$ cat src/sv/iwd_pkg.sv
package iwd_pkg;

  typedef struct packed {
    logic [13:0] calendar_year;
    logic [3:0]  calendar_month;
    logic [4:0]  calendar_day;
  } date_in_t;

  typedef struct packed {
    logic [13:0] week_year;
    logic [5:0]  week_number;
  } week_out_t;

  typedef struct packed {
    logic [13:0] year;
    logic [14:0] yr_ofs;
    logic [7:0]  cent_ofs;
    logic [8:0]  ord;
    logic        leap_cur;
    logic        leap_prev;
  } yr_info_t;

  typedef struct packed {
    logic [13:0] year;
    logic [8:0]  ord;
    logic        leap_cur;
    logic        leap_prev;
    logic [8:0]  wd_sum;
    logic [5:0]  wd_quot;
  } wd_info_t;

  localparam logic [12:0] DIV100_MUL = 13'd5243;
  localparam logic [15:0] DIV7_MUL_WIDE = 16'd37450;
  localparam logic [13:0] DIV7_MUL = 14'd9363;
  localparam logic [14:0] YEAR_OFS = 15'd399;

  function automatic logic [8:0] days_before_month(input logic [3:0] month);
    logic [8:0] d;
    unique case (month)
      4'd1:    d = 9'd0;
      4'd2:    d = 9'd31;
      4'd3:    d = 9'd59;
      4'd4:    d = 9'd90;
      4'd5:    d = 9'd120;
      4'd6:    d = 9'd151;
      4'd7:    d = 9'd181;
      4'd8:    d = 9'd212;
      4'd9:    d = 9'd243;
      4'd10:   d = 9'd273;
      4'd11:   d = 9'd304;
      4'd12:   d = 9'd334;
      default: d = 9'd0;
    endcase
    return d;
  endfunction

endpackage

$ cat src/sv/iwd_year.sv
module iwd_year import iwd_pkg::*; (
  input  logic     clk,
  input  logic     rst_n,
  input  logic     in_valid,
  output logic     in_ready,
  input  date_in_t in_data,
  output logic     out_valid,
  input  logic     out_ready,
  output yr_info_t out_data
);

  logic        v1_r, v2_r;
  logic        en1, en2;
  logic [13:0] year1_r;
  logic [3:0]  month1_r;
  logic [4:0]  day1_r;
  logic [14:0] yofs1_r;
  logic [7:0]  q100y1_r;
  logic [3:0]  month_nxt;
  logic [26:0] prod_y;
  logic [27:0] prod_p;
  logic [13:0] r100_full;
  logic [6:0]  r100;
  logic [6:0]  r100_prev;
  logic [7:0]  q100_prev;
  logic [13:0] year_prev;
  yr_info_t    info_nxt;
  yr_info_t    info2_r;

  assign en2      = !v2_r || out_ready;
  assign en1      = !v1_r || en2;
  assign in_ready = en1;

  always_comb begin
    if (in_data.calendar_month == 4'd0) begin
      month_nxt = 4'd1;
    end else if (in_data.calendar_month > 4'd12) begin
      month_nxt = 4'd12;
    end else begin
      month_nxt = in_data.calendar_month;
    end
    prod_y = in_data.calendar_year * DIV100_MUL;
  end

  always_comb begin
    r100_full = year1_r - 14'(q100y1_r) * 14'd100;
    r100      = r100_full[6:0];
    r100_prev = (r100 == 7'd0) ? 7'd99 : r100 - 7'd1;
    q100_prev = (r100 == 7'd0) ? q100y1_r - 8'd1 : q100y1_r;
    year_prev = year1_r - 14'd1;
    prod_p    = yofs1_r * DIV100_MUL;

    info_nxt.year      = year1_r;
    info_nxt.yr_ofs    = yofs1_r;
    info_nxt.cent_ofs  = prod_p[26:19];
    info_nxt.leap_cur  = (year1_r[1:0] == 2'b00)
                         && ((r100 != 7'd0) || (q100y1_r[1:0] == 2'b00));
    info_nxt.leap_prev = (year_prev[1:0] == 2'b00)
                         && ((r100_prev != 7'd0) || (q100_prev[1:0] == 2'b00));
    info_nxt.ord       = days_before_month(month1_r)
                         + 9'((info_nxt.leap_cur && (month1_r > 4'd2)) ? 1 : 0)
                         + 9'(day1_r);
  end

  always_ff @(posedge clk) begin
    if (!rst_n) begin
      v1_r <= 1'b0;
      v2_r <= 1'b0;
    end else begin
      if (en1) v1_r <= in_valid;
      if (en2) v2_r <= v1_r;
    end
  end

  always_ff @(posedge clk) begin
    if (en1 && in_valid) begin
      year1_r  <= in_data.calendar_year;
      month1_r <= month_nxt;
      day1_r   <= in_data.calendar_day;
      yofs1_r  <= {1'b0, in_data.calendar_year} + YEAR_OFS;
      q100y1_r <= prod_y[26:19];
    end
    if (en2 && v1_r) begin
      info2_r <= info_nxt;
    end
  end

  assign out_valid = v2_r;
  assign out_data  = info2_r;

endmodule

$ cat src/sv/iwd_wday.sv
module iwd_wday import iwd_pkg::*; (
  input  logic     clk,
  input  logic     rst_n,
  input  logic     in_valid,
  output logic     in_ready,
  input  yr_info_t in_data,
  output logic     out_valid,
  input  logic     out_ready,
  output wd_info_t out_data
);

  logic        v3_r, v4_r, v5_r, v6_r;
  logic        en3, en4, en5, en6;
  yr_info_t    a3_r, a4_r, a5_r;
  logic [14:0] s3_r, s4_r;
  logic [12:0] q4_r;
  logic [8:0]  x5_r;
  logic [15:0] s_nxt;
  logic [30:0] prod_s;
  logic [14:0] r7_full;
  logic [8:0]  x_nxt;
  logic [22:0] prod_x;
  wd_info_t    o6_r;

  assign en6      = !v6_r || out_ready;
  assign en5      = !v5_r || en6;
  assign en4      = !v4_r || en5;
  assign en3      = !v3_r || en4;
  assign in_ready = en3;

  always_comb begin
    s_nxt   = 16'd1 + 16'(in_data.yr_ofs) + 16'(in_data.yr_ofs >> 2)
              - 16'(in_data.cent_ofs) + 16'(in_data.cent_ofs >> 2);
    prod_s  = s3_r * DIV7_MUL_WIDE;
    r7_full = s4_r - 15'(q4_r) * 15'd7;
    x_nxt   = 9'(r7_full[2:0]) + a4_r.ord + 9'd6;
    prod_x  = x5_r * DIV7_MUL;
  end

  always_ff @(posedge clk) begin
    if (!rst_n) begin
      v3_r <= 1'b0;
      v4_r <= 1'b0;
      v5_r <= 1'b0;
      v6_r <= 1'b0;
    end else begin
      if (en3) v3_r <= in_valid;
      if (en4) v4_r <= v3_r;
      if (en5) v5_r <= v4_r;
      if (en6) v6_r <= v5_r;
    end
  end

  always_ff @(posedge clk) begin
    if (en3 && in_valid) begin
      a3_r <= in_data;
      s3_r <= s_nxt[14:0];
    end
    if (en4 && v3_r) begin
      a4_r <= a3_r;
      s4_r <= s3_r;
      q4_r <= prod_s[30:18];
    end
    if (en5 && v4_r) begin
      a5_r <= a4_r;
      x5_r <= x_nxt;
    end
    if (en6 && v5_r) begin
      o6_r.year      <= a5_r.year;
      o6_r.ord       <= a5_r.ord;
      o6_r.leap_cur  <= a5_r.leap_cur;
      o6_r.leap_prev <= a5_r.leap_prev;
      o6_r.wd_sum    <= x5_r;
      o6_r.wd_quot   <= prod_x[21:16];
    end
  end

  assign out_valid = v6_r;
  assign out_data  = o6_r;

endmodule

$ cat src/sv/iwd_week.sv
module iwd_week import iwd_pkg::*; (
  input  logic      clk,
  input  logic      rst_n,
  input  logic      in_valid,
  output logic      in_ready,
  input  wd_info_t  in_data,
  output logic      out_valid,
  input  logic      out_ready,
  output week_out_t out_data
);

  logic               v7_r, v8_r;
  logic               en7, en8;
  logic [8:0]         wd_full;
  logic [2:0]         wd;
  logic [2:0]         iso;
  logic signed [10:0] thu;
  logic signed [10:0] len_cur;
  logic signed [10:0] len_prev;
  logic [13:0]        wy_nxt;
  logic [10:0]        tord_nxt;
  logic [13:0]        wy7_r;
  logic [8:0]         tord7_r;
  logic [22:0]        prod_w;
  week_out_t          o8_r;

  assign en8      = !v8_r || out_ready;
  assign en7      = !v7_r || en8;
  assign in_ready = en7;

  always_comb begin
    wd_full  = in_data.wd_sum - 9'(in_data.wd_quot) * 9'd7;
    wd       = wd_full[2:0];
    iso      = (wd == 3'd0) ? 3'd7 : wd;
    thu      = $signed({2'b00, in_data.ord}) + 11'sd4 - $signed({8'd0, iso});
    len_cur  = in_data.leap_cur ? 11'sd366 : 11'sd365;
    len_prev = in_data.leap_prev ? 11'sd366 : 11'sd365;
    if (thu < 11'sd1) begin
      wy_nxt   = in_data.year - 14'd1;
      tord_nxt = 11'(thu + len_prev);
    end else if (thu > len_cur) begin
      wy_nxt   = in_data.year + 14'd1;
      tord_nxt = 11'(thu - len_cur);
    end else begin
      wy_nxt   = in_data.year;
      tord_nxt = 11'(thu);
    end
    prod_w = (tord7_r - 9'd1) * DIV7_MUL;
  end

  always_ff @(posedge clk) begin
    if (!rst_n) begin
      v7_r <= 1'b0;
      v8_r <= 1'b0;
    end else begin
      if (en7) v7_r <= in_valid;
      if (en8) v8_r <= v7_r;
    end
  end

  always_ff @(posedge clk) begin
    if (en7 && in_valid) begin
      wy7_r   <= wy_nxt;
      tord7_r <= tord_nxt[8:0];
    end
    if (en8 && v7_r) begin
      o8_r.week_year   <= wy7_r;
      o8_r.week_number <= prod_w[21:16] + 6'd1;
    end
  end

  assign out_valid = v8_r;
  assign out_data  = o8_r;

endmodule

$ cat src/sv/iso_week_of_date.sv
// Channel | Ports                          | Payload
// input   | in_valid, in_ready, in_data    | date_in_t: calendar year, month, day
// result  | out_valid, out_ready, out_data | week_out_t: week year, week number
//
// Eight register stages; one transaction enters per cycle while in_ready is high.
// The reciprocal multiplies for divide-by-100 and divide-by-7 set the stage split.
// Synchronous active-low reset empties every stage; payload registers keep no reset.
// Each stage holds while its successor is full and stalled; bubbles close up.
module iso_week_of_date import iwd_pkg::*; (
  input  logic      clk,
  input  logic      rst_n,
  input  logic      in_valid,
  output logic      in_ready,
  input  date_in_t  in_data,
  output logic      out_valid,
  input  logic      out_ready,
  output week_out_t out_data
);

  logic     yr_valid, yr_ready;
  yr_info_t yr_data;
  logic     wd_valid, wd_ready;
  wd_info_t wd_data;

  iwd_year u_year (
    .clk       (clk),
    .rst_n     (rst_n),
    .in_valid  (in_valid),
    .in_ready  (in_ready),
    .in_data   (in_data),
    .out_valid (yr_valid),
    .out_ready (yr_ready),
    .out_data  (yr_data)
  );

  iwd_wday u_wday (
    .clk       (clk),
    .rst_n     (rst_n),
    .in_valid  (yr_valid),
    .in_ready  (yr_ready),
    .in_data   (yr_data),
    .out_valid (wd_valid),
    .out_ready (wd_ready),
    .out_data  (wd_data)
  );

  iwd_week u_week (
    .clk       (clk),
    .rst_n     (rst_n),
    .in_valid  (wd_valid),
    .in_ready  (wd_ready),
    .in_data   (wd_data),
    .out_valid (out_valid),
    .out_ready (out_ready),
    .out_data  (out_data)
  );

endmodule
$ cat config.mk
export PLATFORM = sky130hd
export DESIGN_NAME = iso_week_of_date
export DESIGN_NICKNAME = d
export VERILOG_FILES = /design/src/sv/iwd_pkg.sv /design/src/sv/iwd_year.sv /design/src/sv/iwd_wday.sv /design/src/sv/iwd_week.sv /design/src/sv/iso_week_of_date.sv
export SDC_FILE = /design/constraint.sdc
export NUM_CORES = 1
export LEC_CHECK = 0
export BUFFER_PORTS_ARGS = -buffer_cell sky130_fd_sc_hd__buf_2
export CAP_MARGIN = 15
export CORE_MARGIN = 2
export CORE_UTILIZATION = 50
export DETAILED_ROUTE_END_ITERATION = 12
export PLACE_DENSITY = 0.66
export REMOVE_ABC_BUFFERS = 1
export SETUP_SLACK_MARGIN = 0.05
export SLEW_MARGIN = 5
export SYNTH_ARGS = -nofsm -noshare
export SYNTH_HDL_FRONTEND = slang
export SYNTH_SLANG_ARGS = --single-unit
export TNS_END_PERCENT = 100
$ cat constraint.sdc
create_clock -name clk -period 15.55 [get_ports clk]
set_input_delay 3.8875 -clock clk [delete_from_list [all_inputs] [get_ports clk]]
set_output_delay 3.8875 -clock clk [all_outputs]
set_load 0.02 [all_outputs]
==> results of run 1 <==
==> cells in the mapped netlist (3+ instances only) <==
library cell / number / area (sq um)
ha_1: 445 / 5570
nor2_1: 55 / 206
clkbuf_1: 5 / 18.8
and4_1: 3 / 26.3
nand4_1: 7 / 43.8
and3_1: 12 / 75.1
a21boi_1: 4 / 30.0
mux2i_1: 5 / 50.1
a31o_2: 5 / 43.8
xnor2_1: 103 / 902
fa_1: 222 / 4440
edfxtp_1: 270 / 8110
o22ai_1: 5 / 31.3
a21boi_0: 4 / 30.0
nand2b_1: 12 / 75.1
a211oi_1: 8 / 60.1
or3_1: 8 / 50.1
a21o_1: 26 / 195
a31oi_1: 5 / 31.3
nand3_1: 23 / 115
a21oi_1: 63 / 315
and2_1: 9 / 56.3
o21bai_1: 5 / 37.5
nor3_1: 12 / 60.1
nor2b_1: 19 / 119
o21a_1: 11 / 82.6
o21ai_1: 15 / 75.1
a31o_1: 4 / 35.0
nor4_1: 6 / 37.5
or2_2: 3 / 18.8
xor2_1: 46 / 403
o21ai_0: 27 / 135
dfxtp_1: 8 / 160
a221o_1: 4 / 40.0
nand2_1: 62 / 233
o31ai_1: 7 / 52.6
inv_1: 492 / 1850
or4_1: 3 / 22.5
==> state kept, by name, indices dropped and copies added (netlist names), 14 cells and up <==
name             cells
u_wday.a3_r         25
u_wday.a4_r         25
u_wday.a5_r         25
u_wday.out_data     31
u_wday.s3_r         15
u_week.out_data     20
u_week.wy7_r        14
u_year.out_data     48
u_year.year1_r      14
u_year.yofs1_r      15
==> power by group through the flow <==
| stage | Clock [mW] | Combinational, mW | Sequential (mW) |
|---|---|---|---|
| after global placement | 0 | 2.96 | 1.05 |
| after detailed placement | 0 | 3.08 | 1.05 |
| final | 0.672 | 3.07 | 1.03 |
| after global routing | 0.721 | 3.61 | 1.04 |
| after floorplan | 0 | 2.39 | 1.02 |
| after CTS | 0.692 | 3.12 | 1.04 |
==> area by class of cell <==
class                           count  area, sq um
Fill cell                        4070        21500
Multi-Input combinational cell   1291        14200
Sequential cell                   278         8270
Inverter                          492         1850
Clock buffer                       41          821
Tap cell                          615          769
Timing Repair Buffer               55          300
Clock inverter                     13          126
==> placed cells by master, fill, tap and decap left out, drive strengths merged, types with 6 or more instances in the layout <==
cell type and instances:
nor3 12, and2 11, clkinv 8, buf 55, fa 222, a21o 26, o21a 11, a21boi 8
clkbuf 41, nor2 55, a31o 9, inv 494, edfxtp 270, xnor2 103, nand2 63, nand3 24
dfxtp 8, and3 12, a21oi 64, a211oi 8, xor2 47, or3 8, nand2b 12, o21ai 43
ha 445, nor4 6, o31ai 9, nand4 7, nor2b 19
==> metal layers <==
metal / vias to the layer above / part of all wire, % / track usage [%]
li1: 7046 / - / -
met1: 6927 / 45 / 22.4
met2: 149 / 51 / 31.3
met3: 38 / 2.6 / 1.50
met4: 0 / 1.6 / 3.63
met5: - / 0 / 0
==> cells by family (layout without fill, tap and decap cells) <==
group	after synthesis	after routing	synth area share (%)
AO/OA/AOI/OAI	221	221	6.11
buffers and inverters	500	601	7.79
flip-flops	278	278	34.0
AND/OR/NAND/NOR	247	247	5.14
XOR/XNOR	150	150	5.44
adder cells (fa/ha/maj)	667	667	41.2
multiplexers	6	6	0.252
==> worst paths after layout <==
kind	start	end	slack, ns	cells past startpoint
setup / recovery	out_ready	in_ready	5.95	8
setup reg to reg	u_week.tord7_r[4]	u_week.out_data[5]	8.40	22
hold / removal	u_wday.a5_r[8]	u_wday.out_data[23]	0.40	0
hold reg to reg	u_wday.a5_r[8]	u_wday.out_data[23]	0.40	0
==> critical path, cell delays in order <==
cell     delay, ns
buf_2         0.10
nor2b_1       0.30
and3_1        0.27
and2_0        0.42
nand3_1       0.16
nor2_1        0.30
nand2_1       0.11
buf_2         0.17
==> metrics by stage <==
stage          utilization [%]  cells
3_3_place_gp              52.9   2730
5_1_grt                   55.0   2785
4_1_cts                   54.9   2784
2_1_floorplan                -   2061
6_report                  55.0   2785
3_5_place_dp              52.9   2730
==> impl_results.md, run 1 <==
* Status: completed
* Final worst slack at 5.95 ns
* Ys Warns at 0
* Core Rows at 80
* Predominant post-synthesis flop cell: edfxtp_1
* Area growth, synth to finish at 8.27%
* Vias after detailed routing at around 14k
* Clock sinks at ~280
* Relative slew slack at 31.4%
* Nets at between 2k and 3k
* Routability cong. at 0.873
* Mapped Avg Cell Area at 11.7 sq um
* # IOs at 49
* #FFs+latches synth at about 280
* Crit path launch type: primary input
* Final antenna-violating net count at 0
* Initial antenna violation count at 0
* Post-cts gate resize count at 0
* Post-Route Setup TNS at 0 ns
* Setup WS pre-CTS at 5.98 ns
* Final setup violation count at 0
* CP arrival at 5.71 ns
* Sw Share at between 40% and 50%
* Peak supply drop at 222 uV
* Hold_buf cts at 0
* Root Buffer: clkbuf_16
* Clock skew at about 0.015 ns
* Number of global-route vias before repair at 15.0k
* PwrDens at 181 mW/mm^2
* Diode count at 0
* Hold slack final at 0.405 ns
* Largest net degree at the start of global routing at 49
* Sequential fraction of the synthesis area at 34.0%
* Die extent in y at 224 microns
* Number of synthesized flops with an enable pin at 270
* CP required at 11.66 ns
* Sequential Power Share at 21.6%
* Dpl hpwl at 34.1 mm
* Clock share of power at between 10% and 20%
* Power Total at 4.77 mW
* Avg Vias per Cell at between 5 and 6
* Drt pass-1 iters at 5
* Max cap viols at 0
* DRC Markers at 0
* Layout cell share with drive strength beyond 1 at 5.99%
* Asr flop ratio synth at 0%
* DR iter-0 viols at approximately 480
* Min Tclk post-route at 9.60 ns
* Cells after synthesis at just over 2k
* HP Class: flip-flop to flip-flop
* H-tree level count at 1
* Fin. Hold Viols at 0
* Fmax at 104 MHz
* Unrepaired setup endpoints after global routing: false
* Final period util at approximately three fifths
* Critical Path Sink Type: output port
* Leak at 12.4 nW
* CTS tree: yes
* Port buffer count at between 40 and 50
* Internal at 2.78 mW
* Clk buf depth at 3
* Unique masters post-synth at 75
* First-pass GRT wire length at 70.9 mm
* Cts bufs inserted at 29
* CP Class: primary input to output port
* Worst-path clk slew at 0.06 ns
* Gate power share at 64.3%
* WL/cell at 14.7 microns
* Core area at 0.0478 sq mm
* Switching power total at 1.99 mW
* # Post-CTS Setup Buffers at 0
* Count of final max-slew check failures at 0
* Initial Util at around half
* Worst slew pin tran at between 1 and 1.5 ns
* Netlist Area Pre-Place at 0.0243 sq mm
* Total wire length at around 41 mm
* Gr usage total at 17.2%
* Post-route cell area at between 0.02 and 0.03 sq mm
* Die X at ~220 microns
* Die ar. at a little over 0.05 sq mm
* Max Fanout on Critical Path at 6
* DP Area at 0.0253 sq mm
* Clock latency on the worst-skew pair at 0.56 ns
* Grt total ovfl at 0
No activity file was read; power rests on OpenSTA's default activity.
==> run 2, diff against run 1 <==
Clock period 15.55 ns to 9.7 ns, I/O delays scaled along.
==> impl_results.md, run 2 (synthesized netlist as in run 1, its figures left out) <==
* Nets at 2846
* CP Class: flip-flop to flip-flop
* Reg-to-Reg End: u_week.out_data[5]
* Max Fanout on Critical Path at 18
* Commonest cells after routing, fill and taps aside: inv_1, ha_1, edfxtp_1
* Worst r2r src: u_week.tord7_r[4]
* Vias after detailed routing at about 14k
* Critical Path Start: u_week.tord7_r[4]
* Fmax at 139 MHz
* Max cap viols at 0
* Crit path launch type: flip-flop
* Relative slew slack at 27.3%
* Hold_buf cts at 0
* Unrepaired setup endpoints after global routing: false
* Largest net degree at the start of global routing at 49
* Die X at 224 microns
* PwrDens at 296 mW/mm^2
* Diode count at 0
* Layout cell share with drive strength beyond 1 at 6.38%
* R2R Setup Slk at 2.51 ns
* First-pass GRT wire length at 72.6 mm
* Total wire length at 42.9 mm
* H-tree level count at 2
* Clock latency on the worst-skew pair at about 0.53 ns
* CP Capture Point: u_week.out_data[5]
* Dpl hpwl at ~35 mm
* Clock sinks at 278
* WL/cell at ~15 microns
* # IOs at 49
* CP required at 9.97 ns
* Hold Path Stages at 0
* Max reg flops at 48
* Initial antenna violation count at 0
* Post-Route Setup TNS at 0 ns
* Count of final max-slew check failures at 0
* Drt pass-1 iters at 5
* CP arrival at 7.45 ns
* Core area at 0.0478 sq mm
* Grt total ovfl at 0
* DRC Markers at 0
* Power Total at 7.84 mW
* Clock skew at 0.0156 ns
* Clk buf depth at 3
* Die ar. at 0.0504 sq mm
* Gr usage total at 17.9%
* Avg Vias per Cell at 5.11
* Fin. Hold Viols at 0
* CTS tree: yes
* Worst slew pin tran at 1.09 ns
* Worst-path clk slew at ~0.06 ns
* Critical Path Sink Type: flip-flop
* Die extent in y at 224 microns
* Area growth, synth to finish at 9.07%
* Final setup violation count at 0
* Peak supply drop at 305 uV
* Number of cells on the worst reg-to-reg path at 22
* Initial Util at 50.8%
* # Post-CTS Setup Buffers at 0
* Cts bufs inserted at 34
* Number of global-route vias before repair at 15.2k
* Core Rows at 80
* Final period util at 74.1%
* Root Buffer: clkbuf_16
* DR iter-0 viols at 661
* Min Tclk post-route at 7.19 ns
* Routability cong. at 0.887
* HP Class: flip-flop to flip-flop
* Port buffer count at 48
* Leak at 12.5 nW
* Post-cts gate resize count at 0
* Status: completed
* Most common cell after layout, fill and taps aside: inv_1
* Final antenna-violating net count at 0
## run 2: cell count changes in the layout (fill, tap and decap cells not counted)
cell       change
clkbuf_16      +6
clkinv_2       +5
bufinv_16      +3
buf_8          -1
clkinv_1       -1
clkinv_4       -3
clkbuf_8       -4
buf_6          +1
inv_6          +2
## run 2: power by group
part	total [mW]	internal (mW)	switching, mW
sequential	1.65	1.56	0.0927
combinational	4.90	2.26	2.64
clock	1.29	0.786	0.504
total	7.84	4.61	3.23
## run 2: worst min path at each step
stage	startpoint	to	slack (ns)
global placement	u_wday.a4_r[43]	u_wday.a5_r[43]	0.40
detailed placement	u_year.out_data[45]	u_wday.a3_r[45]	0.40
CTS	u_wday.a3_r[5]	u_wday.a4_r[5]	0.41
global route	u_wday.a3_r[5]	u_wday.a4_r[5]	0.42
finish	u_wday.a3_r[5]	u_wday.a4_r[5]	0.41
floorplan	u_year.out_data[0]	u_wday.a3_r[0]	0.40
## run 2: cell type report
type / count / area (sq um)
inverter: 492 / 1850
fill: 4063 / 21400
timing repair buffer: 55 / 297
tap: 615 / 769
clock buffer: 43 / 916
multi-input combinational: 1291 / 14200
clock inverter: 19 / 229
sequential: 278 / 8270
## run 2: worst max-delay path, cell delays in order (launching register included)
cell and delay (ns):
edfxtp_1 0.42, or4_1 0.62, nor3_1 0.29, nand2_1 0.09, buf_4 0.25, inv_1 0.54, ha_1 0.36, ha_1 0.37
ha_1 0.32, fa_1 0.54, inv_1 0.06, fa_1 0.50, inv_1 0.05, ha_1 0.30, and4_1 0.18, and3_1 0.21
o31ai_1 0.17, nand3_1 0.21, xor2_1 0.35, nand3_1 0.25, or3_1 0.40, a221oi_1 0.36, xnor2_1 0.10
## run 2: routing by layer
| layer | part of all wire, % | global-route usage [%] | up-vias | routed length [microns] |
|---|---|---|---|---|
| li1 | - | - | 7045 | - |
| met1 | 46 | 23.5 | 6985 | 19700 |
| met2 | 49 | 31.3 | 181 | 21100 |
| met3 | 2.6 | 1.85 | 66 | 1120 |
| met4 | 2.4 | 5.43 | 0 | 1050 |
| met5 | 0 | 0 | - | 0 |
## run 2: per-stage QoR
step | instances | utilization (%) | instance area (sq um) | setup WS (ns) | hold slack (ns)
global route | 2793 | 55.4 | 26500 | 1.96 | 0.420
CTS | 2792 | 55.3 | 26500 | 2.44 | 0.407
floorplan | 2061 | - | 24200 | 2.96 | 0.400
finish | 2793 | 55.4 | 26500 | 2.51 | 0.410
detailed placement | 2730 | 52.9 | 25300 | 2.51 | 0.405
global placement | 2730 | 52.9 | 25300 | 2.59 | 0.400
==> run 3, diff against run 2 <==
Settings changed: ABC_AREA from default to 1.
Clock period 9.7 ns to 6.9 ns, I/O delays scaled along.
==> impl_results.md, run 3 <==
* Final setup violation count at 0
* Clock sinks at 278
* Synth top area cells: edfxtp_1, ha_1, fa_1
* Avg Vias per Cell at roughly 5.0
* Leak at around 14 nW
* PwrDens at 450 mW/mm^2
* Max cap viols at 0
* HP Class: flip-flop to flip-flop
* Main combinational cell family by area after synthesis: adder cells
* Port buffer count at 48
* Final antenna-violating net count at 0
* Post-Route Setup TNS at 0 ns
* Unique masters post-synth at 47
* Initial antenna violation count at 3
* Post-layout util at a little under three fifths
* Ys Warns at 0
* Min Tclk post-route at 5.91 ns
* H-tree level count at 2
* Xor/xnor share of the synthesized area at roughly 4.4%
* Clk buf depth at 3
* CP required at 7.19 ns
* Clock skew at 0.0163 ns
* Total wire length at 50.9 mm
* Sequential fraction of the synthesis area at 31.7%
* Crit path launch type: flip-flop
* Peak supply drop at 889 uV
* Number of synthesized flops with an enable pin at 270
* Post-synthesis mux area share at 0.0431%
* Vias after detailed routing at 17.2k
* Number of global-route vias before repair at 18.3k
* Status: completed
* Count of final max-slew check failures at 0
* Core area at between 0.05 and 0.06 sq mm
* CTS tree: yes
* Root Buffer: clkbuf_16
* Die X at 232 microns
* Unrepaired setup endpoints after global routing: false
* Largest stage delay on the critical path at roughly 0.55 ns
* Core Rows at 83
* Max Fanout on Critical Path at 6
* Max reg flops at 48
* Hold_buf cts at 0
* Asr flop ratio synth at 0%
* Initial Util at roughly half
* Synth Area in Compound Gates at under 10%
* Die ar. at 0.0541 sq mm
* Worst-path clk slew at around 0.060 ns
* Layout cell share with drive strength beyond 1 at under 10%
* Top-count cell post-synth: inv_1
* Largest net degree at the start of global routing at about 50
* Die extent in y at 232 microns
* Final worst slack at 0.991 ns
* Grt total ovfl at 0
* Synth Area in Simple Gates at 11.4%
* CP Class: flip-flop to flip-flop
* Routability cong. at about 0.9
* # IOs at 49
* Area leader, netlist: edfxtp_1
* Netlist Area Pre-Place at around 0.026 sq mm
* Cts bufs inserted at 34
* WL/cell at 14.9 microns
* Cells after synthesis at about 2.6k
* First-pass GRT wire length at 86.3 mm
* DR iter-0 viols at 863
* Relative slew slack at 30.1%
* Fmax at 169 MHz
* Dpl hpwl at 42.2 mm
* Critical Path Sink Type: flip-flop
* Most common cell after layout, fill and taps aside: inv_1
* Commonest cells after routing, fill and taps aside: inv_1, ha_1, nand2_1
* # Post-CTS Setup Buffers at 0
* Post-synthesis adder-cell area fraction at 38.4%
* Most numerous cell on the critical path: inv_1
* Worst slew pin tran at 1.05 ns
* Setup WS pre-CTS at a little over 0.8 ns
* Gr usage total at a little under 20%
* Final period util at between 80% and 90%
* Nets at 3407
* Drt pass-1 iters at 7
* Filler cells at roughly 4.5k
* CP arrival at 6.20 ns
* Post-cts gate resize count at 0
* Area growth, synth to finish at 8.67%
* Mapped Avg Cell Area at 9.92 sq um
* Predominant post-synthesis flop cell: edfxtp_1
* Fin. Hold Viols at 0
* Crit-path slowest cell: fa_1
* DRC Markers at 0
* Post-synth top cells: inv_1, ha_1, nand2_1, edfxtp_1, fa_1
* Clock latency on the worst-skew pair at 0.54 ns
* Synth top area share at between 30% and 40%
* #FFs+latches synth at 278
[run 3: cell count changes after synthesis, moves of 12 or more]
cell and change:
nand2_1 +332, inv_1 +129, nor2_1 +65, nand3_1 +62, xnor2_1 -57, a21oi_1 +46, xor2_1 +38, o21ai_0 +35
nand4_1 +32, nor2b_1 -19, a21o_1 -15, o21ai_1 -15, nand2b_1 -12
[run 3: layer usage]
layer	track usage, %	part of all wire [%]
met1	24.6	44
met2	35.2	49
met3	2.98	3.2
met4	6.47	3.0
met5	0	0.059
[run 3: path summary, 6_finish.rpt]
path | startpoint | endpoint | slack (ns) | cells after the start
worst max-delay path | u_week.tord7_r[0] | u_week.out_data[4] | 0.99 | 27
worst min-delay path | u_wday.a3_r[47] | u_wday.a4_r[47] | 0.41 | 0
worst max register to register | u_week.tord7_r[0] | u_week.out_data[4] | 0.99 | 27
worst min register to register | u_wday.a3_r[47] | u_wday.a4_r[47] | 0.41 | 0
[run 3: stage by stage]
| stage | std cells | instance area, sq um | hold slack (ns) | total power [mW] |
|---|---|---|---|---|
| CTS | 3417 | 28300 | 0.404 | 12.9 |
| global route | 3418 | 28400 | 0.410 | 14.3 |
| finish | 3419 | 28400 | 0.406 | 12.8 |
| detailed placement | 3356 | 27200 | 0.405 | 10.9 |
| floorplan | 2620 | 26000 | 0.400 | 8.97 |
| global placement | 3356 | 27200 | 0.400 | 10.6 |
[run 3: worst max-delay path, delay by kind of cell, from the launching register on]
kind / cells / cell delay, ns
DFF: 1 / 0.35
xor gates and xnor gates: 2 / 0.44
and+or+nand+nor: 11 / 1.34
AOI/OAI and AO/OA: 2 / 0.49
adders and majority gates: 7 / 2.56
buffers and inverters: 5 / 0.46
[run 3: kinds of logic after synthesis]
logic type                 count (synthesis)
buffers and inverters                    636
AOI/OAI and AO/OA                        224
DFF                                      278
xor gates and xnor gates                 130
muxes                                      1
adders and majority gates                667
and+or+nand+nor                          696
[run 3: cell type report]
type	instances	area (sq um)	share of cell area, %
Clock buffer	39	870	3.07
Inverter	624	2340	8.26
Multi-Input combinational cell	1718	15400	54.4
Antenna cell	1	2.50	0.00882
Tap cell	680	851	3.00
Timing Repair Buffer	57	328	1.16
Sequential cell	278	8270	29.1
Clock inverter	22	274	0.966
[run 3: report_power, final]
part | switching (mW) | total [mW] | internal [mW] | leakage, nW
logic | 5.13 | 8.60 | 3.47 | 10.8
clock network | 0.707 | 1.81 | 1.11 | 0.557
registers | 0.141 | 2.35 | 2.21 | 2.57
total | 5.98 | 12.8 | 6.78 | 14.0
